## config.mk

```make
export PLATFORM = sky130hd
export DESIGN_NAME = bate_cell
export DESIGN_NICKNAME = d
export VERILOG_FILES = /design/src/rtl/bate_pkg.sv /design/src/rtl/bate_cell.sv
export SDC_FILE = /design/constraint.sdc
export NUM_CORES = 1
export LEC_CHECK = 0
export BUFFER_PORTS_ARGS = -buffer_cell sky130_fd_sc_hd__buf_2
export CORE_ASPECT_RATIO = 0.7
export CORE_UTILIZATION = 45
export CTS_CLUSTER_SIZE = 10
export DETAILED_ROUTE_END_ITERATION = 10
export HOLD_SLACK_MARGIN = 0.08
export PLACE_DENSITY = 0.79
export REMOVE_ABC_BUFFERS = 1
export SYNTH_ARGS = -nofsm -noshare
export SYNTH_HDL_FRONTEND = slang
export SYNTH_SLANG_ARGS = --single-unit
```

## constraint.sdc

```tcl
create_clock -name clk -period 4.9 [get_ports clk]
set_input_delay 0.245 -clock clk [delete_from_list [all_inputs] [get_ports clk]]
set_output_delay 0.245 -clock clk [all_outputs]
set_load 0.01 [all_outputs]
```

## src/rtl/bate_pkg.sv

```systemverilog
package bate_pkg;

	localparam int MODE_W  = 4;
	localparam int POS_W   = 6;
	localparam int OPND_W  = 32;
	localparam int STAT_W  = 3;
	localparam int FOUND_W = 6;
	localparam int DATA_W  = 32;
	localparam int COUNT_W = 7;

	typedef enum logic [MODE_W-1:0] {
		MODE_PUSH   = 4'd0,
		MODE_POP    = 4'd1,
		MODE_INSERT = 4'd2,
		MODE_OREM   = 4'd3,
		MODE_UREM   = 4'd4,
		MODE_LSRCH  = 4'd5,
		MODE_BSRCH  = 4'd6,
		MODE_READ   = 4'd7,
		MODE_WRITE  = 4'd8,
		MODE_CLEAR  = 4'd9
	} mode_t;

	typedef enum logic [STAT_W-1:0] {
		STAT_OK       = 3'd0,
		STAT_EMPTY    = 3'd1,
		STAT_FULL     = 3'd2,
		STAT_RANGE    = 3'd3,
		STAT_NOTFOUND = 3'd4
	} status_t;

	typedef enum logic [2:0] {
		CO_HOLD   = 3'd0,
		CO_INSERT = 3'd1,
		CO_CLOSE  = 3'd2,
		CO_SWAP   = 3'd3,
		CO_WRITE  = 3'd4,
		CO_CLEAR  = 3'd5
	} cell_op_t;

	typedef struct packed {
		logic start;
		logic binary;
	} srch_cmd_t;

	typedef struct packed {
		logic done;
		logic hit;
	} srch_rsp_t;

endpackage

```

## src/rtl/bate_cell.sv

```systemverilog
module bate_cell #(
	parameter int ELEM_WIDTH = 32,
	parameter int XW         = 7,
	parameter int IDX        = 0
) (
	input  logic                  clk,
	input  bate_pkg::cell_op_t    op,
	input  logic [XW-1:0]         pos,
	input  logic [XW-1:0]         n,
	input  logic [ELEM_WIDTH-1:0] val,
	input  logic [ELEM_WIDTH-1:0] last,
	input  logic [ELEM_WIDTH-1:0] left,
	input  logic [ELEM_WIDTH-1:0] right,
	output logic [ELEM_WIDTH-1:0] elem,
	output logic                  eq,
	output logic                  gt
);

	localparam logic [XW-1:0] SELF = XW'(IDX);
	localparam logic [XW-1:0] NEXT = XW'(IDX + 1);

	logic [ELEM_WIDTH-1:0] elem_q;
	logic                  eq_q;
	logic                  gt_q;

	always_ff @(posedge clk) begin
		eq_q <= (elem_q == val);
		gt_q <= (elem_q > val);
		unique case (op)
			bate_pkg::CO_HOLD: begin
			end
			bate_pkg::CO_INSERT: begin
				if (SELF == pos) begin
					elem_q <= val;
				end else if (SELF > pos && SELF <= n) begin
					elem_q <= left;
				end
			end
			bate_pkg::CO_CLOSE: begin
				if (SELF >= pos && NEXT < n) begin
					elem_q <= right;
				end
			end
			bate_pkg::CO_SWAP: begin
				if (SELF == pos) begin
					elem_q <= last;
				end
			end
			bate_pkg::CO_WRITE: begin
				if (SELF == pos) begin
					elem_q <= val;
				end
			end
			bate_pkg::CO_CLEAR: begin
				if (SELF < n) begin
					elem_q <= '0;
				end
			end
			default: begin
			end
		endcase
	end

	assign elem = elem_q;
	assign eq   = eq_q;
	assign gt   = gt_q;

endmodule

```

; Yosys cells after proc, flatten, opt, wreduce, memory -nomap -nowiden
; Index checks and enable logic that the tools add are counted.
[totals]
reg_bits = 34
in_bits = 146
[op_classes]
order_cmp = 6
eq_ne = 11
mux = 7
reduce_logical = 5
[op_table]
columns = op, count
row1 = 2-to-1 mux 32 bit, 6
row2 = case mux 32 bit (5 select lines), 1
row3 = equality test 32 bit, 1
row4 = > comparator 32 bit, 1
row5 = "< comparator 1 x 7 -> 1 bit, first input constant", 2
row6 = "inequality test 2 bit, second input constant", 4
row7 = "greater-or-equal comparator 1 x 7 -> 1 bit, first input constant", 1
row8 = "> comparator 1 x 7 -> 1 bit, first input constant", 1
row9 = "less-or-equal comparator 1 x 7 -> 1 bit, first input constant", 1
row10 = logical NOT 7 bit, 1
row11 = "equality test 3 x 2 -> 1 bit, second input constant", 2
row12 = "equality test 3 bit, second input constant", 2
row13 = AND reduction 6 bit, 1
row14 = nonzero test 5 bit, 1
row15 = "equality test 3 x 1 -> 1 bit, second input constant", 1
row16 = "inequality test 3 bit, second input constant", 1
row17 = logical AND 1 bit, 2

; Depth between registers and ports, before layout
; Gate-level depths: netlist (run 1).
[depth]
depth_word = 5
mapped_depth = 7

; Worst setup path before layout (run 1)
; Ideal clock, no wire load.
[synth_timing]
kind = input-to-reg
start = input port pos[5]
end = register elem_q[0], in the netlist elem[0], enable pin
setup_time_ps = 466
arrival_time_ps = 3199
required_ps = 4434
path_slack_ps = 1235
cell_stages = 4
cell_sequence = nor4_2 -> nand2_1 -> clkbuf_1 -> o21ai_0
[synth_via]
elab_chain_cells = 4
elab_cells_between_ends = 10
[synth_rtl]
columns = element, line
row1 = start: declaration, bate_cell.sv:8  ; input logic [XW-1:0] pos,
row2 = > comparator 1 x 7 -> 1 bit or greater-or-equal comparator 1 x 7 -> 1 bit (tied branches), "bate_cell.sv:35, bate_cell.sv:40"
row3 = "logical AND 1 bit, on equally long branches", "bate_cell.sv:35, bate_cell.sv:40"
row4 = inequality test 3 bit (no source line) or inequality test 2 bit (tied branches), n/a
row5 = AND reduction 6 bit (no source line) *, n/a
row6 = end signal: assignment, bate_cell.sv:34  ; elem_q <= val;
row7 = end signal: assignment, bate_cell.sv:36  ; elem_q <= left;
row8 = end signal: assignment, bate_cell.sv:41  ; elem_q <= right;
row9 = end: declaration, bate_cell.sv:22  ; logic [ELEM_WIDTH-1:0] elem_q;
; Mark *: on every way between the ends. The rest lies on a longest branch, timed or not.
; A chain may end at the register's enable or synchronous reset.

; Worst setup path after layout (run 1)
[layout_timing]
start = input port pos[5]
end = register elem_q[17], in the netlist elem[17], enable pin
; Same word-level chain as after synthesis.

==> results of run 1 <==
[sequential cells by signal (all words and copies together) (netlist names)]
signal	flops
eq	1
elem	32
gt	1
[worst max path at each step]
stage	endpoint	from
5_1_grt	elem[17]$_DFFE_PP_	pos[5]
6_report	elem[17]$_DFFE_PP_	pos[5]
3_3_place_gp	elem[19]$_DFFE_PP_	pos[5]
3_5_place_dp	elem[18]$_DFFE_PP_	pos[5]
2_1_floorplan	elem[0]$_DFFE_PP_	pos[5]
4_1_cts	elem[10]$_DFFE_PP_	pos[5]
[routing by layer]
| layer | GRT usage [%] | share of wire [%] | up-vias |
|---|---|---|---|
| met1 | 35.82 | 44 | 1549 |
| met5 | 0 | 0 | - |
| met2 | 43.62 | 46 | 191 |
| met3 | 4.528 | 8.5 | 16 |
| met4 | 6.825 | 1.4 | 0 |
| li1 | - | - | 1691 |
[cell families (layout without fill, tap and decap cells)]
| kind of cell | Yosys count | count (layout) | synth area share [%] |
|---|---|---|---|
| flops | 34 | 34 | 31.73 |
| mux | 32 | 32 | 11.42 |
| simple gates | 128 | 128 | 17.49 |
| fa+ha+maj | 32 | 32 | 12.69 |
| buf+inv | 59 | 222 | 8.290 |
| compound gates | 91 | 91 | 18.37 |
[cell type report]
type / count / area [sq um]
Clock buffer: 7 / 76.32
Fill cell: 609 / 2620
Tap cell: 94 / 117.6
Multi-Input combinational cell: 283 / 1903
Sequential cell: 34 / 1001
Inverter: 34 / 127.6
Timing Repair Buffer: 181 / 910.9
[cells in the final DEF, fill, tap and decap left out, types with 2 or more instances in the layout]
master,synthesis,final
clkbuf_1,10,2
a31oi_1,32,32
nand2_1,72,72
nor3_1,2,2
o22ai_1,32,32
nand4_1,6,6
ha_1,32,32
buf_4,1,2
clkbuf_8,0,5
a21o_1,4,4
a221oi_1,2,2
and2_1,2,2
nor4_2,2,2
edfxtp_1,32,32
and4_1,2,2
nor2_1,32,32
a21oi_1,11,11
dfxtp_1,2,2
inv_1,34,34
buf_2,11,179
nand3_1,4,4
nor2b_1,2,2
mux2_2,32,32
[worst max-delay path, cell delays in order]
cell and delay, ps:
buf_2 100, nor4_2 290, nand2_1 800, o21ai_4 1190
[per-stage QoR]
stage / hold WS [ps] / setup WS [ps] / std cells / utilization, % / instance area [sq um]
global placement: 619.2 / 1961 / 626 / 60.09 / 4060
finish: 334.7 / 2158 / 633 / 61.22 / 4136
global route: 338.8 / 1946 / 633 / 61.22 / 4136
CTS: 331.3 / 2117 / 633 / 61.22 / 4136
floorplan: 521.4 / 991.9 / 351 / - / 3020
detailed placement: 630.1 / 1842 / 626 / 60.09 / 4060
[power groups by stage]
stage / Clock, uW / Combinational [uW] / Sequential (uW)
2_1_floorplan: 0 / 126 / 365
3_3_place_gp: 0 / 246 / 358
3_5_place_dp: 0 / 254 / 359
4_1_cts: 204 / 256 / 352
5_1_grt: 217 / 285 / 354
6_report: 203 / 256 / 352
==> flow_summary.json, run 1 <==
{
  "outcome": "completed",
  "first_pass_iters": 4,
  "power_uw": 812.0,
  "drt_iter0_drc": 223,
  "synth_edf_count": 32,
  "tightest_slew_ps": 1306,
  "fin_setup_tns_ps": 0,
  "period_share_pct": 55.96,
  "root_buffer": "clkbuf_8",
  "p_seq_share_pct": 43.4,
  "cts_resized": 0,
  "r2r_slack_ps": 2870,
  "yosysTopAreaCell": "edfxtp_1",
  "cts-htree-levels": 2,
  "async_flop_share_pct": 0,
  "drc": 0,
  "slew_violations": 0,
  "crit_arrival_ps": 2650,
  "r2r-end": "gt$_DFF_P_",
  "fp.dieArea_sq_mm": 0.007353,
  "netlist_area_sq_mm": 0.003154,
  "hold_violations": 0,
  "switching_share_pct": 30.40,
  "critPathLaunchType": "input port",
  "p_comb_share_pct": 31.5,
  "grt_pass1_wl_mm": 15.08,
  "synth_common_cells": "nand2_1 (72), inv_1 (34)",
  "maxCapViolCount": 0,
  "clk_pin_slew_ps": 70,
  "antenna_found_initial": 0,
  "ant_nets": 0,
  "regToRegStartpoint": "elem[25]$_DFFE_PP_",
  "pin_count": 180,
  "die_h_um": 72.05,
  "viasPerCell": 5.445,
  "synthCells": 376,
  "rows": 25,
  "cts_sinks": 34,
  "postCtsHoldBufs": 0,
  "required_ps": 4800,
  "dp_hpwl_mm": 7.196,
  "total_leakage_power_uw": 0.002043,
  "hold_depth": 3,
  "yosys_warnings": 0,
  "grt_pass1_vias": 3179,
  "fp.dieW_um": 102.1,
  "place_congestion": 0.8110,
  "nets": 717,
  "synth_cell_types": 36,
  "holdPathEnd": "elem[5]$_DFFE_PP_",
  "hold_path.startpoint": "left[5]",
  "portBuffers": 179,
  "wl_per_cell_um": 15.35,
  "power_density_mw_per_mm2": 196.3,
  "cts-buffers-inserted": 5,
  "intPower_uw": 565.1,
  "area_growth_pct": 31.14,
  "ys_seq_area_share_pct": 31.73,
  "finalCriticalPeriod_ps": 2742,
  "rsz0062_at_grt": "false",
  "synth_ff_type": "edfxtp_1",
  "ir_drop_uv": 104.3,
  "synth_area_leaders": "edfxtp_1 (30%), ha_1 (13%), mux2_2 (11%), nand2_1 (8.6%), a31oi_1 (6.3%)",
  "fmax_ghz": 0.3647,
  "synth_seq_cells": 34,
  "worst-setup-path-type": "in -> reg",
  "synth_top_area_share_pct": 30.46,
  "hp-class": "in -> reg",
  "core-area_sq_mm": 0.006756,
  "grt.total_usage_pct": 26.36,
  "antennaDiodeCount": 0,
  "r2r_cells": 6,
  "p_switching_uw": 246.9,
  "routed_wl_mm": 9.719,
  "clock_latency_ps": 290,
  "cts_setup_buffers": 0,
  "grt_max_degree": 44,
  "setup_violations": 0,
  "synth.most_common_cell": "nand2_1",
  "skew_ps": 7.690,
  "overflow": 0,
  "synth_area_per_cell_sq_um": 8.389,
  "relSlewSlack_pct": 12.75,
  "cts_tree": "done",
  "cp_max_fo": 33,
  "clock_power_share_pct": 25.0,
  "vias": 3447,
  "cts_max_path_buffers": 2,
  "layout-drive-gt1-share_pct": 41.19,
  "initial_core_util_pct": 46.69,
  "cp-end-kind": "flop"
}
Note: power is estimated with default switching activity, not from simulation.
==> run 2: changes to the inputs <==
Clock period 4.9 ns to 2.65 ns, I/O delays scaled along.
==> flow_summary.json, run 2 (synthesis gave the netlist of run 1 again) <==
{
  "fin_setup_tns_ps": 0,
  "cpPeakStageDelay_ps": 420,
  "crit_arrival_ps": 2140,
  "cts_sinks": 34,
  "hold_depth": 3,
  "relSlewSlack_pct": 70.21,
  "finalCriticalPeriod_ps": 1973,
  "layout_common_cells": "buf_2 (179), nand2_1 (72), inv_1 (34)",
  "vias": 3493,
  "wl_per_cell_um": 14.99,
  "fmax_ghz": 0.5069,
  "cp_max_fo": 2,
  "regToRegStartpoint": "elem[25]$_DFFE_PP_",
  "viasPerCell": 5.449,
  "antennaDiodeCount": 0,
  "p_comb_share_pct": 32.3,
  "cts_setup_buffers": 0,
  "power_density_mw_per_mm2": 357.1,
  "worst-setup-path-type": "reg -> reg",
  "dp_cells": 633,
  "ant_nets": 0,
  "routed_wl_mm": 9.611,
  "grt_pass1_vias": 3085,
  "largest_reg_flops": 32,
  "die_h_um": 72.05,
  "total_leakage_power_uw": 0.002085,
  "r2r-end": "gt$_DFF_P_",
  "fp.dieW_um": 102.1,
  "critPathLaunchType": "flop",
  "cp-end-kind": "flop",
  "clk_pin_slew_ps": 70,
  "cts_max_path_buffers": 2,
  "pin_count": 180,
  "cts_resized": 0,
  "intPower_uw": 1051,
  "fp.dieArea_sq_mm": 0.007353,
  "layoutNonFillerInstCount": 641,
  "grt_max_degree": 47,
  "nets": 724,
  "nFillCells": 609,
  "dp_hpwl_mm": 7.255,
  "tightest_slew_ps": 446.9,
  "setup_violations": 0,
  "clock_latency_ps": 290,
  "use_met2_pct": 42.73,
  "clock_power_share_pct": 24.5,
  "r2r_slack_ps": 680,
  "hold_path.startpoint": "left[22]",
  "final_common_cell": "buf_2",
  "place_congestion": 0.8009,
  "p_seq_share_pct": 43.2,
  "use_met1_pct": 34.31,
  "switching_share_pct": 30.05,
  "layout-drive-gt1-share_pct": 42.05,
  "grt_pass1_wl_mm": 14.55,
  "antenna_found_initial": 0,
  "rsz0062_at_grt": "false",
  "p_switching_uw": 451.3,
  "drt_iter0_drc": 162,
  "initial_core_util_pct": 46.69,
  "hold_violations": 0,
  "cts-htree-levels": 2,
  "required_ps": 2810,
  "r2r_cells": 6,
  "grt_util_met3_pct": 4.913,
  "period_share_pct": 74.45,
  "skew_ps": 9.904,
  "portBuffers": 179,
  "grt.total_usage_pct": 25.52,
  "maxCapViolCount": 0,
  "hp-class": "in -> reg",
  "area_growth_pct": 33.36,
  "first_pass_iters": 6,
  "slew_violations": 0,
  "outcome": "completed",
  "grt-busiest-layer": "met2",
  "cts-buffers-inserted": 5,
  "cp_cell_sequence": "ha_1 -> a21o_1 -> a221o_1 -> a221oi_1 -> o21a_1 -> a21oi_1",
  "root_buffer": "clkbuf_8",
  "cts_tree": "done",
  "core-area_sq_mm": 0.006756,
  "holdPathEnd": "elem[22]$_DFFE_PP_",
  "overflow": 0,
  "rows": 25,
  "drc": 0,
  "ir_drop_uv": 172.3,
  "slowest_stage": "a221oi_1",
  "postCtsHoldBufs": 0
}
run 2: cell types whose count changed in the layout (fill, tap and decap cells not counted):
cell | previous run | this run
buf_4 | 2 | 8
buf_12 | 0 | 1
clkbuf_1 | 2 | 1
clkinv_1 | 0 | 1
clkinv_2 | 0 | 1
run 2: how the worst max path moves through the flow:
stage                             from                end  slack (ps)
floorplan                       pos[5]  elem[0]$_DFFE_PP_       -1150
finish              elem[25]$_DFFE_PP_         gt$_DFF_P_         680
CTS                 elem[25]$_DFFE_PP_         gt$_DFF_P_         680
global placement    elem[25]$_DFFE_PP_         gt$_DFF_P_         780
global route        elem[25]$_DFFE_PP_         gt$_DFF_P_         590
detailed placement  elem[25]$_DFFE_PP_         gt$_DFF_P_         680
run 2: cell type report:
type | count | area (sq um) | share of cell area [%]
multi-input combinational | 283 | 1903 | 45.24
sequential | 34 | 1001 | 23.80
clock inverter | 2 | 8.758 | 0.2082
timing repair buffer | 188 | 975.9 | 23.20
clock buffer | 6 | 72.57 | 1.725
inverter | 34 | 127.6 | 3.034
tap | 94 | 117.6 | 2.796
run 2: per-stage QoR:
step	setup WS [ps]	hold WS (ps)	power [uW]	utilization (%)	cell area, sq um
floorplan	-1146	408.9	907.8	-	3020
global placement	778.3	504.0	1125	61.06	4125
detailed placement	683.6	508.9	1142	61.06	4125
CTS	678.7	209.7	1512	62.26	4207
global route	586.4	211.0	1599	62.26	4207
finish	677.1	214.7	1502	62.26	4207
run 2: power by group through the flow:
| stage | Sequential [uW] | Clock [uW] | Combinational [uW] |
|---|---|---|---|
| 5_1_grt | 652 | 410 | 537 |
| 3_3_place_gp | 659 | 0 | 466 |
| 4_1_cts | 649 | 378 | 485 |
| 2_1_floorplan | 675 | 0 | 233 |
| 6_report | 649 | 368 | 485 |
| 3_5_place_dp | 661 | 0 | 481 |
run 2: metal layers:
metal,up-vias,part of all wire [%]
li1,1709,-
met1,1555,43
met2,213,46
met3,16,9.7
met4,0,1.1
met5,-,0
run 2: critical path, delay by kind of cell, from the launching register on:
family | cells | cell delay, ps
compound gates | 5 | 1150
flops | 1 | 400
fa+ha+maj | 1 | 310
