[config.mk]
export PLATFORM = sky130hd
export DESIGN_NAME = bate_search
export DESIGN_NICKNAME = d
export VERILOG_FILES = /design/src/rtl/bate_pkg.sv /design/src/rtl/bate_search.sv
export SDC_FILE = /design/constraint.sdc
export NUM_CORES = 1
export LEC_CHECK = 0
export ABC_CLOCK_PERIOD_IN_PS = 11600
export BUFFER_PORTS_ARGS = -buffer_cell sky130_fd_sc_hd__buf_2
export CAP_MARGIN = 20
export CORE_UTILIZATION = 48
export CTS_CLUSTER_SIZE = 10
export DETAILED_ROUTE_END_ITERATION = 16
export GPL_TIMING_DRIVEN = 1
export PLACE_DENSITY = 0.77
export REMOVE_ABC_BUFFERS = 1
export SLEW_MARGIN = 20
export SYNTH_ARGS = -nofsm -noshare
export SYNTH_HDL_FRONTEND = slang
export SYNTH_SLANG_ARGS = --single-unit
[constraint.sdc]
create_clock -name clk -period 11.6 [get_ports clk]
set_clock_uncertainty 0.2 [all_clocks]
set_input_delay 0.58 -clock clk [delete_from_list [all_inputs] [get_ports clk]]
set_output_delay 0.58 -clock clk [all_outputs]
set_load 0.01 [all_outputs]
[src/rtl/bate_pkg.sv]
package bate_pkg;

	localparam int MODE_W  = 4;
	localparam int POS_W   = 6;
	localparam int OPND_W  = 32;
	localparam int STAT_W  = 3;
	localparam int FOUND_W = 6;
	localparam int DATA_W  = 32;
	localparam int COUNT_W = 7;

	typedef enum logic [MODE_W-1:0] {
		MODE_PUSH   = 4'd0,
		MODE_POP    = 4'd1,
		MODE_INSERT = 4'd2,
		MODE_OREM   = 4'd3,
		MODE_UREM   = 4'd4,
		MODE_LSRCH  = 4'd5,
		MODE_BSRCH  = 4'd6,
		MODE_READ   = 4'd7,
		MODE_WRITE  = 4'd8,
		MODE_CLEAR  = 4'd9
	} mode_t;

	typedef enum logic [STAT_W-1:0] {
		STAT_OK       = 3'd0,
		STAT_EMPTY    = 3'd1,
		STAT_FULL     = 3'd2,
		STAT_RANGE    = 3'd3,
		STAT_NOTFOUND = 3'd4
	} status_t;

	typedef enum logic [2:0] {
		CO_HOLD   = 3'd0,
		CO_INSERT = 3'd1,
		CO_CLOSE  = 3'd2,
		CO_SWAP   = 3'd3,
		CO_WRITE  = 3'd4,
		CO_CLEAR  = 3'd5
	} cell_op_t;

	typedef struct packed {
		logic start;
		logic binary;
	} srch_cmd_t;

	typedef struct packed {
		logic done;
		logic hit;
	} srch_rsp_t;

endpackage

[src/rtl/bate_search.sv]
module bate_search #(
	parameter int DEPTH = 64
) (
	input  logic                         clk,
	input  logic                         arst_n,
	input  bate_pkg::srch_cmd_t          cmd,
	input  logic [$clog2(DEPTH+1)-1:0]   n,
	input  logic [DEPTH-1:0]             eq_vec,
	input  logic [DEPTH-1:0]             gt_vec,
	output bate_pkg::srch_rsp_t          rsp,
	output logic [$clog2(DEPTH)-1:0]     idx
);

	localparam int CW = $clog2(DEPTH + 1);
	localparam int AW = $clog2(DEPTH);
	localparam logic signed [CW:0] ONE = 1;

	logic                 busy_q;
	logic                 bin_q;
	logic                 done_q;
	logic                 hit_q;
	logic [AW-1:0]        idx_q;
	logic signed [CW:0]   lo_q;
	logic signed [CW:0]   hi_q;

	logic                 ff_hit;
	logic [AW-1:0]        ff_idx;
	logic signed [CW:0]   diff;
	logic signed [CW:0]   mid;
	logic [AW-1:0]        mid_idx;
	logic                 in_rng;

	// lowest live index whose cell matched
	always_comb begin
		ff_hit = 1'b0;
		ff_idx = '0;
		for (int i = DEPTH - 1; i >= 0; i--) begin
			if (eq_vec[i] && (CW'(i) < n)) begin
				ff_hit = 1'b1;
				ff_idx = AW'(i);
			end
		end
	end

	assign in_rng  = (lo_q <= hi_q);
	assign diff    = hi_q - lo_q;
	assign mid     = lo_q + (diff >>> 1);
	assign mid_idx = mid[AW-1:0];

	always_ff @(posedge clk or negedge arst_n) begin
		if (!arst_n) begin
			busy_q <= 1'b0;
			bin_q  <= 1'b0;
			done_q <= 1'b0;
			lo_q   <= '0;
			hi_q   <= '0;
		end else begin
			done_q <= 1'b0;
			if (cmd.start) begin
				busy_q <= 1'b1;
				bin_q  <= cmd.binary;
				lo_q   <= '0;
				hi_q   <= $signed({1'b0, n}) - ONE;
			end else if (busy_q) begin
				if (!bin_q || !in_rng || eq_vec[mid_idx]) begin
					busy_q <= 1'b0;
					done_q <= 1'b1;
				end else if (gt_vec[mid_idx]) begin
					hi_q <= mid - ONE;
				end else begin
					lo_q <= mid + ONE;
				end
			end
		end
	end

	always_ff @(posedge clk) begin
		if (busy_q && !cmd.start) begin
			if (!bin_q) begin
				hit_q <= ff_hit;
				idx_q <= ff_idx;
			end else if (!in_rng) begin
				hit_q <= 1'b0;
				idx_q <= '0;
			end else if (eq_vec[mid_idx]) begin
				hit_q <= 1'b1;
				idx_q <= mid_idx;
			end
		end
	end

	assign rsp.done = done_q;
	assign rsp.hit  = hit_q;
	assign idx      = idx_q;

endmodule

# Word-level counts from Yosys, hierarchy flattened
# Cells that the tools add are included.
# totals
register_bits	26
latchBits	0
mem_bits_rw	0
rom_bits	0
in_bits	139
out_inout_bits	8
memories	0
# op_classes
addsub	5
mul	0
div	0
n_lt_le_gt_ge	66
eq_ne	3
shift	0
n_mux	152
bitwise	0
reduce_logical	75
# ops
cell	n
2-to-1 mux 6 bit	67
less-than comparator 6 x 7 -> 1 bit (first input constant)	32
less-than comparator 5 x 7 -> 1 bit (first input constant)	16
2-to-1 mux 1 bit	75
logical AND 1 bit	65
2-to-1 mux 8 bit	8
less-than comparator 4 x 7 -> 1 bit (first input constant)	8
less-than comparator 3 x 7 -> 1 bit (first input constant)	4
less-than comparator 1 x 7 -> 1 bit (first input constant)	2
less-than comparator 2 x 7 -> 1 bit (first input constant)	2
binary-select mux 1 bit (select 6 bit)	2
adder 8 x 2 -> 8 bit (second input constant)	1
adder 8 x 7 -> 8 bit	1
<= comparator 8 bit	1
subtractor 7 x 1 -> 8 bit (second input constant)	1
subtractor 8 x 2 -> 8 bit (second input constant)	1
subtractor 8 bit	1
less-than comparator 6 x 7 -> 1 bit (second input constant)	1
AND reduction 3 bit	2
!= test 2 bit (second input constant)	2
nonzero test 2 bit	2
zero test 1 bit	3
!= test 3 x 2 -> 1 bit (second input constant)	1
logical OR 1 bit	2
AND reduction 2 bit	1

# Longest topological paths before layout
# Gate-level depths: netlist of run 1.
# logic_depth
depth_word	67
mapped_depth	19
depth_no_buf	17

# Least setup slack after synthesis of run 1
# Ideal clock, no wire load.
# synth_path
path_kind	register to register
startpoint	register hi_q[0]
endpoint	register lo_q[7]
arrival_ns	4.245
required_ns	11.322
setup_slack_ns	7.076
path_stages_with_launch	17
path_buffers	2
period_less_slack_ns	4.524
cell_sequence	dfrtp_1 inv_1 ha_1 inv_1 fa_1 ha_1 inv_1 fa_1 buf_2 buf_2 mux4_1 mux2i_1 mux2_2 mux4_2 or3b_4 or4_1 a21oi_1
# synth_via
elab_chain_len	7
word_cells_on_any_way	18
classes_between	add/sub (3); order compare (1); eq/ne (2); mux (8); reduce/logical (4)
# synth_rtl
item	line	rtl
start, declared	bate_search.sv:24	logic signed [CW:0] hi_q;
start signal, assigned	bate_search.sv:63	hi_q <= $signed({1'b0, n}) - ONE;
start signal, assigned	bate_search.sv:69	hi_q <= mid - ONE;
subtractor 8 bit	bate_search.sv:46	assign diff = hi_q - lo_q;
adder 8 x 7 -> 8 bit	bate_search.sv:47	assign mid = lo_q + (diff >>> 1);
binary-select mux 1 bit (select 6 bit) or adder 8 x 2 -> 8 bit (tied branches)	bate_search.sv:65, bate_search.sv:71	
2-to-1 mux 1 bit (not written as such) or 2-to-1 mux 8 bit (tied branches)	bate_search.sv:65, bate_search.sv:68	
logical OR 1 bit or 2-to-1 mux 8 bit (tied branches)	bate_search.sv:65	if (!bin_q || !in_rng || eq_vec[mid_idx]) begin
!= test 2 bit (no source line) or 2-to-1 mux 8 bit (tied branches)	--	
AND reduction 3 bit (no source line) or 2-to-1 mux 8 bit (tied branches)	--	
end signal, assigned	bate_search.sv:71	lo_q <= mid + ONE;
end, declared	bate_search.sv:23	logic signed [CW:0] lo_q;
# Several ways; a longest one is shown, not always the timed one. The select of a mux whose other input is x is not followed.
# A chain may end at the register's enable or synchronous reset.

# Worst setup path in the final report of run 1
# layout_path
startpoint	register hi_q[0]
endpoint	register hi_q[7]
# layout_via
elab_chain_len	7
word_cells_on_any_way	18
classes_between	add/sub (3); order compare (1); eq/ne (1); mux (8); reduce/logical (5)
# layout_rtl
item	line
subtractor 8 bit	bate_search.sv:46
adder 8 x 7 -> 8 bit	bate_search.sv:47
binary-select mux 1 bit (select 6 bit) or subtractor 8 x 2 -> 8 bit (tied branches)	bate_search.sv:65, bate_search.sv:69
2-to-1 mux 1 bit (not written as such) or 2-to-1 mux 8 bit (tied branches)	bate_search.sv:65, bate_search.sv:68
logical OR 1 bit or 2-to-1 mux 8 bit (tied branches)	bate_search.sv:65
!= test 2 bit (no source line) or 2-to-1 mux 8 bit (tied branches)	--
AND reduction 3 bit (no source line) or 2-to-1 mux 8 bit (tied branches)	--
# Several ways; a longest one is shown, not always the timed one. The select of a mux whose other input is x is not followed.

==> results of run 1 <==
[worst max-delay path, cell delays in order (launching register included)]
cell	delay, ns
dfrtp_1	0.38
inv_1	0.07
ha_1	0.15
inv_1	0.06
fa_1	0.41
xor2_1	0.21
inv_1	0.08
fa_1	0.51
buf_4	0.45
mux4_1	0.63
mux2i_1	0.14
mux2_2	0.21
mux4_2	0.25
nor3b_2	0.80
a21boi_0	0.21
o31a_1	0.34
[area by class of cell]
type | count | area [µm²]
tap | 136 | 170.2
multi-input combinational | 524 | 4155
fill | 977 | 4494
sequential | 26 | 685.7
clock buffer | 3 | 41.29
inverter | 26 | 97.59
timing repair buffer | 151 | 768.2
clock inverter | 1 | 3.754
[state kept, by name, summed over array words and instances, names as in the netlist]
register and cells:
bin_q 1, busy_q 1, done_q 1, hi_q 8
hit_q 1, idx 6, lo_q 8
[per-layer routing]
metal  track usage, %  part of all wire [%]  vias up
li1                 -                     -     2644
met1            39.05                    41     2599
met2            50.14                    47      329
met3            4.844                   9.7       37
met4            9.821                   2.1        0
met5                0                     0        -
[final timing paths]
kind                       slack (ns)  depth (start not counted)             endpoint                start
setup / recovery                 6.38                         15  hi_q[7]$_DFFE_PN0P_  hi_q[0]$_DFFE_PN0P_
hold / removal                   0.03                          1  lo_q[4]$_DFFE_PN0P_               arst_n
setup reg to reg                 6.38                         15  hi_q[7]$_DFFE_PN0P_  hi_q[0]$_DFFE_PN0P_
hold reg to reg                  0.38                          2  lo_q[7]$_DFFE_PN0P_  lo_q[7]$_DFFE_PN0P_
max in group asynchronous       10.86                          1     done_q$_DFF_PN0_               arst_n
min in group clk                 0.34                          2    bin_q$_DFFE_PN0P_               cmd[0]
[kinds of logic (layout without fill, tap and decap cells)]
kind of cell               after synthesis  in the layout  synth area share [%]
muxes                                   62             62                 21.99
xor gates and xnor gates                28             28                 5.730
DFF                                     26             26                 13.14
and+or+nand+nor                        181            181                 18.03
adders and majority gates               21             21                 5.323
AOI/OAI and AO/OA                      232            232                 28.43
buffers and inverters                   71            181                 7.360
[layout by cell type (no fill, tap or decap), types with 20 or more instances in the layout]
cell type / count
o21ai_0: 63
buf_2: 146
nor3_1: 27
nand3_1: 20
mux4_1: 26
a21oi_1: 57
nor2_1: 28
nand2_1: 45
mux2i_1: 20
inv_1: 26
[power by group through the flow]
stage	registers (mW)	logic (mW)	clock network (mW)
floorplan	0.161	1.28	0
global placement	0.158	1.65	0
detailed placement	0.159	1.69	0
CTS	0.158	1.69	0.0522
global route	0.161	1.86	0.0553
finish	0.158	1.73	0.0523
[through the flow]
stage               worst slack (ns)  instances  area [µm²]
floorplan                      6.591        576        4932
global placement               6.638        863        5873
detailed placement             6.455        863        5873
CTS                            6.434        867        5918
global route                   6.077        867        5922
finish                         6.377        867        5922
==> run summary, run 1 <==
outcome - completed
CTS clk-pin slew, worst paths - 0.09 ns
worst slew pin tran - 1.029 ns
final setup fails - 0
count of different cell masters after synthesis - 78
Fin. Hold Viols - 0
clock latency on the worst-skew pair - 0.27 ns
mapped cell area - 0.005219 mm²
ratio of cells with drive above 1 in the final layout - 25.99%
number of synthesized flops with an enable pin - 7
Pwr Total - 1.937 mW
final max-slew violation count - 0
Vias/cell - 6.469
I/O pin cnt - 147
cts repair resizes - 0
die width - 106.3 µm
Syn Area/Cell - 8.404 µm²
Final ANT Viol Nets - 0
dominant cell type by area after synthesis - mux4_1
wire length of the first global-routing pass - 26680 µm
Max-Cap Viols - 0
Psw - 989.9 µW
Mapped Cells - 621
min Tclk post-route - 5.223 ns
maximum clock path buffer count - 2
number of global-route vias before repair - 5441
Worst VDD drop - 286.5 µV
register bit total from synthesis - 26
Vias - 5609
Worst Path Required - 11.56 ns
# Post-CTS Setup Buffers - 0
Reg power frac - 8.1%
fmax - 191.4 MHz
WP data arrival - 5.18 ns
hold_ws - 0.03409 ns
Seq/Total Area, Yosys - 13.14%
gr ovfl total - 0
TNS Setup - 0 ns
Yosys top cell area share - 13.09%
top cells by area, synth - mux4_1 (13%), dfrtp_1 (9.1%), o21ai_0 (6.0%)
Comb power frac - 89.2%
Die Y-Extent - 106.3 µm
Post-synth ARST share - 73.08%
GR Util All Layers - 29.89%
ANT cells - 0
crit start category - register
Hold Path Class - in2async
worst-path fanout max - 36
mean routed wirelength per cell - 19.67 µm
dominant synthesized flop cell - dfrtp_1
FP Rows - 37
placed wire-length estimate - 13080 µm
initial antenna violation count - 0
Final Net Count - 892
PortBufs - 146
PD cells - 327.1 mW/mm²
GP Congestion - 0.9222
Initial DRC Count - 382
Final Util - 56.85%
count leader, synth - o21ai_0
yosys warns - 0
Hold-fix buffers, CTS - 0
Slew HR - 31.37%
Pre-antenna DRT Iters - 5
CTS Sinks - 26
Tcrit/Tclk final - 45.03%
H-tree Lvls - 1
synth cell count leaders - o21ai_0 (63), a21oi_1 (57), nand2_1 (45)
largest net degree at the start of global routing - 37
CTS tree - yes
Internal - 947.2 µW
die area - 0.01129 mm²
initial core utilization - 50.10%
clock power share - 2.7%
DRC viols - 0
switching share of total power - 51.10%
Core ar. - 0.01042 mm²
Leakage Power - 2.532 nW
area grow syn2layout - 13.47%
drt total wl - 17050 µm
critical path class - reg2reg
CTS buffer count - 3
clock root cell - clkbuf_8
Worst setup EP type - register
unrepaired setup endpoints after global routing - false
Power figures use the tool's default switching activity.
==> run 2, diff against run 1 <==
--- a/config.mk
+++ b/config.mk
@@ -5,14 +5,15 @@
 export SDC_FILE = /design/constraint.sdc
 export NUM_CORES = 1
 export LEC_CHECK = 0
-export ABC_CLOCK_PERIOD_IN_PS = 11600
+export ABC_AREA = 1
+export ABC_CLOCK_PERIOD_IN_PS = 4210
 export BUFFER_PORTS_ARGS = -buffer_cell sky130_fd_sc_hd__buf_2
 export CAP_MARGIN = 20
 export CORE_UTILIZATION = 48
 export CTS_CLUSTER_SIZE = 10
 export DETAILED_ROUTE_END_ITERATION = 16
 export GPL_TIMING_DRIVEN = 1
-export PLACE_DENSITY = 0.77
+export PLACE_DENSITY = 0.82
 export REMOVE_ABC_BUFFERS = 1
 export SLEW_MARGIN = 20
 export SYNTH_ARGS = -nofsm -noshare
==> constraint.sdc (replaced) <==
create_clock -name clk -period 4.21 [get_ports clk]
set_clock_uncertainty 0.2 [all_clocks]
set_input_delay 0.2105 -clock clk [delete_from_list [all_inputs] [get_ports clk]]
set_output_delay 0.2105 -clock clk [all_outputs]
set_load 0.01 [all_outputs]
==> run 2 against run 1 <==
Compared with the run above:
- the flow now finishes with violations (negative setup slack)
- first-iteration DRC count up 68%
- die area decreased by 9.6%
- critical path depth is 8 higher
- non-clock buffer count grew 60
- setup slack lost 6.4 ns
- clock-buffer cell count rose by 1
- sequential cell count unchanged
- global-route usage is 4.5 points higher
- sequential share of layout area shrank 0.68 points
- via count grew 18%
- largest cell class unchanged
- synthesized cell count is 36% higher
- fmax grew 22%
- critical path type unchanged
==> run summary, run 2 <==
mapped cell area - 0.004706 mm² (-9.8%)
Tcrit/Tclk final - 101.3% (+56 points)
PortBufs - 146 (unchanged)
most frequent cells in the layout - nand2_1 (184), buf_2 (139), nor2_1 (113)
worst reg2reg path depth - 23 (+8)
maximum clock path buffer count - 2 (unchanged)
final setup fails - 7 (+7)
final max-slew violation count - 0 (unchanged)
Non-Filler Instances - 1149 (+33%)
Max-Cap Viols - 0 (unchanged)
count of different cell masters after synthesis - 40 (-49%)
outcome - finished with violations
FP Rows - 35 (-5.4%)
Final Util - 67.16% (+10 points)
Core ar. - 0.009371 mm² (-10%)
worst-path fanout max - 8 (-78%)
CTS buffer count - 3 (unchanged)
placed wire-length estimate - 13900 µm (+6.3%)
min Tclk post-route - 4.266 ns (-0.9571 ns)
Top cell by count, worst path - inv_2
worst slew pin tran - 0.7930 ns (-0.2363 ns)
Slew HR - 46.64% (+15 points)
CP max stage delay - 0.74 ns (-0.06 ns)
die area - 0.01020 mm² (-9.6%)
worst r2r dst - hi_q[2]$_DFFE_PN0P_
Post-synth ARST share - 73.08% (unchanged)
hold_sp - cmd[1]
Placed Instances - 1134 (+31%)
CP top delay family - adder cells
wire length of the first global-routing pass - 27830 µm (+4.3%)
top cells by area, synth - nand2_1 (15%), o21ai_0 (12%), dfrtp_1 (10%)
initial antenna violation count - 0 (unchanged)
Vias - 6628 (+18%)
I/O pin cnt - 147 (unchanged)
die width - 101.0 µm (-4.9%)
CTS clk-pin slew, worst paths - 0.10 ns (about the same)
crit start category - register
Syn Area/Cell - 5.576 µm² (-34%)
worst setup margin - -0.05629 ns (-6.433 ns)
critical path buffer and inverter count - 7 (+3)
Mapped Cells - 844 (+36%)
Final Net Count - 1181 (+32%)
Yosys top cell area share - 15.32% (+2.2 points)
Initial DRC Count - 643 (+68%)
ANT cells - 0 (unchanged)
GR Util All Layers - 34.40% (+4.5 points)
Worst Hold Depth - 2
Die Y-Extent - 101.0 µm (-4.9%)
synth cell count leaders - nand2_1 (192), nor2_1 (118), inv_1 (116)
R2R Setup Slk - -0.06 ns (-6.43 ns)
Hold EP - bin_q$_DFFE_PN0P_
critical-path cell list - inv_2, ha_4, inv_2, fa_1, ha_2, inv_2, fa_2, buf_12, a21oi_2, o21ai_1, o21ai_1, nand2_1, nand3_2, a32o_2, o21ai_2, nand2_1, nor2_1, inv_1, o21ai_2, inv_2, buf_6, nand2_2, o21ai_1
Hold Path Class - in2reg
dominant cell type by area after synthesis - nand2_1
ratio of cells with drive above 1 in the final layout - 26.47% (+0.48 points)
Pre-antenna DRT Iters - 6 (+1)
failing checks - negative setup slack
CTS tree - yes
largest net degree at the start of global routing - 51 (+38%)
register bit total from synthesis - 26 (unchanged)
Fin. Hold Viols - 0 (unchanged)
RR Startpoint - hi_q[0]$_DFFE_PN0P_
post-placement cell area - 0.005871 mm² (about the same)
dominant synthesized flop cell - dfrtp_1
CTS Sinks - 26 (unchanged)
clock latency on the worst-skew pair - 0.28 ns (about the same)
Worst Path Required - 4.17 ns (-7.39 ns)
yosys warns - 0 (unchanged)
Seq/Total Area, Yosys - 14.57% (+1.4 points)
number of global-route vias before repair - 6081 (+12%)
setup slack at placement - -0.1290 ns (-6.584 ns)
gr ovfl total - 0 (unchanged)
area grow syn2layout - 33.74%
count leader, synth - nand2_1
critical path class - reg2reg
Worst setup EP type - register
GP Congestion - 1.101 (+19%)
final cell area excluding filler cells - 0.006294 mm² (+6.3%)
Final ANT Viol Nets - 0 (unchanged)
WP data arrival - 4.23 ns (-0.95 ns)
clock root cell - clkbuf_8
H-tree Lvls - 1 (unchanged)
fmax - 234.4 MHz (+22%)
commonest non-fill, non-tap cell in the layout - nand2_1
drt total wl - 18030 µm (+5.7%)
mean routed wirelength per cell - 15.69 µm (-20%)
number of synthesized flops with an enable pin - 7 (unchanged)
Vias/cell - 5.768 (-11%)
DRC viols - 0 (unchanged)
critical path's slowest cell - fa_2
initial core utilization - 50.21% (+0.11 points)
unrepaired setup endpoints after global routing - true
## run 2: metal layers
layer	track usage, %	part of all wire, %	up-vias
met5	0	0	-
met4	16.61	5.3	0
met3	5.132	10	91
met2	59.85	46	436
met1	41.46	39	2927
li1	-	-	3174
## run 2: final cells by class
type	count	area (µm²)
flip-flops and latches	26	685.7
multi-input cells	662	3606
repair buffers	211	1351
clock buffers	4	45.04
well taps	129	161.4
inverters	117	444.2
fillers	860	3078
## run 2: per-stage QoR
| stage | TNS [ns] | hold slack [ns] |
|---|---|---|
| 2_1_floorplan | -21.09 | -0.2851 |
| 3_3_place_gp | -0.1584 | -0.02289 |
| 3_5_place_dp | -0.7871 | -0.02518 |
| 4_1_cts | 0 | 0.07204 |
| 5_1_grt | -2.135 | 0.09961 |
| 6_report | -0.2801 | 0.07403 |
## run 2: worst max-delay path by stage
stage,startpoint,endpoint,slack [ns],depth (start not counted)
after floorplan,lo_q[0]$_DFFE_PN0P_,hi_q[0]$_DFFE_PN0P_,-1.20,18
after global placement,n[6],idx[0]$_DFFE_PP_,-0.10,60
after detailed placement,n[6],idx[0]$_DFFE_PP_,-0.13,60
after CTS,hi_q[0]$_DFFE_PN0P_,hi_q[2]$_DFFE_PN0P_,0.03,23
after global routing,n[2],idx[0]$_DFFE_PP_,-0.35,62
final,hi_q[0]$_DFFE_PN0P_,hi_q[2]$_DFFE_PN0P_,-0.06,23
## run 2: kinds of logic after synthesis
family	synth area share [%]
flip-flops	14.57
buffers and inverters	12.90
AO/OA/AOI/OAI	29.57
XOR/XNOR	3.909
adder cells (fa/ha/maj)	5.903
AND/OR/NAND/NOR	33.16
## run 2: what timing repair did
item | CTS | global route
setup endpoints to repair | 9 | 24
resized for setup | 4 | 92
buffers inserted | 0 | 6
endpoints found under the hold margin | 20 | 0
gates cloned | 0 | 3
pin swaps | 0 | 11
hold buffers | 2 | 0
Power of run 2 is not shown: default switching activity piles up to over one toggle a cycle in this logic, so the estimate is an artifact.
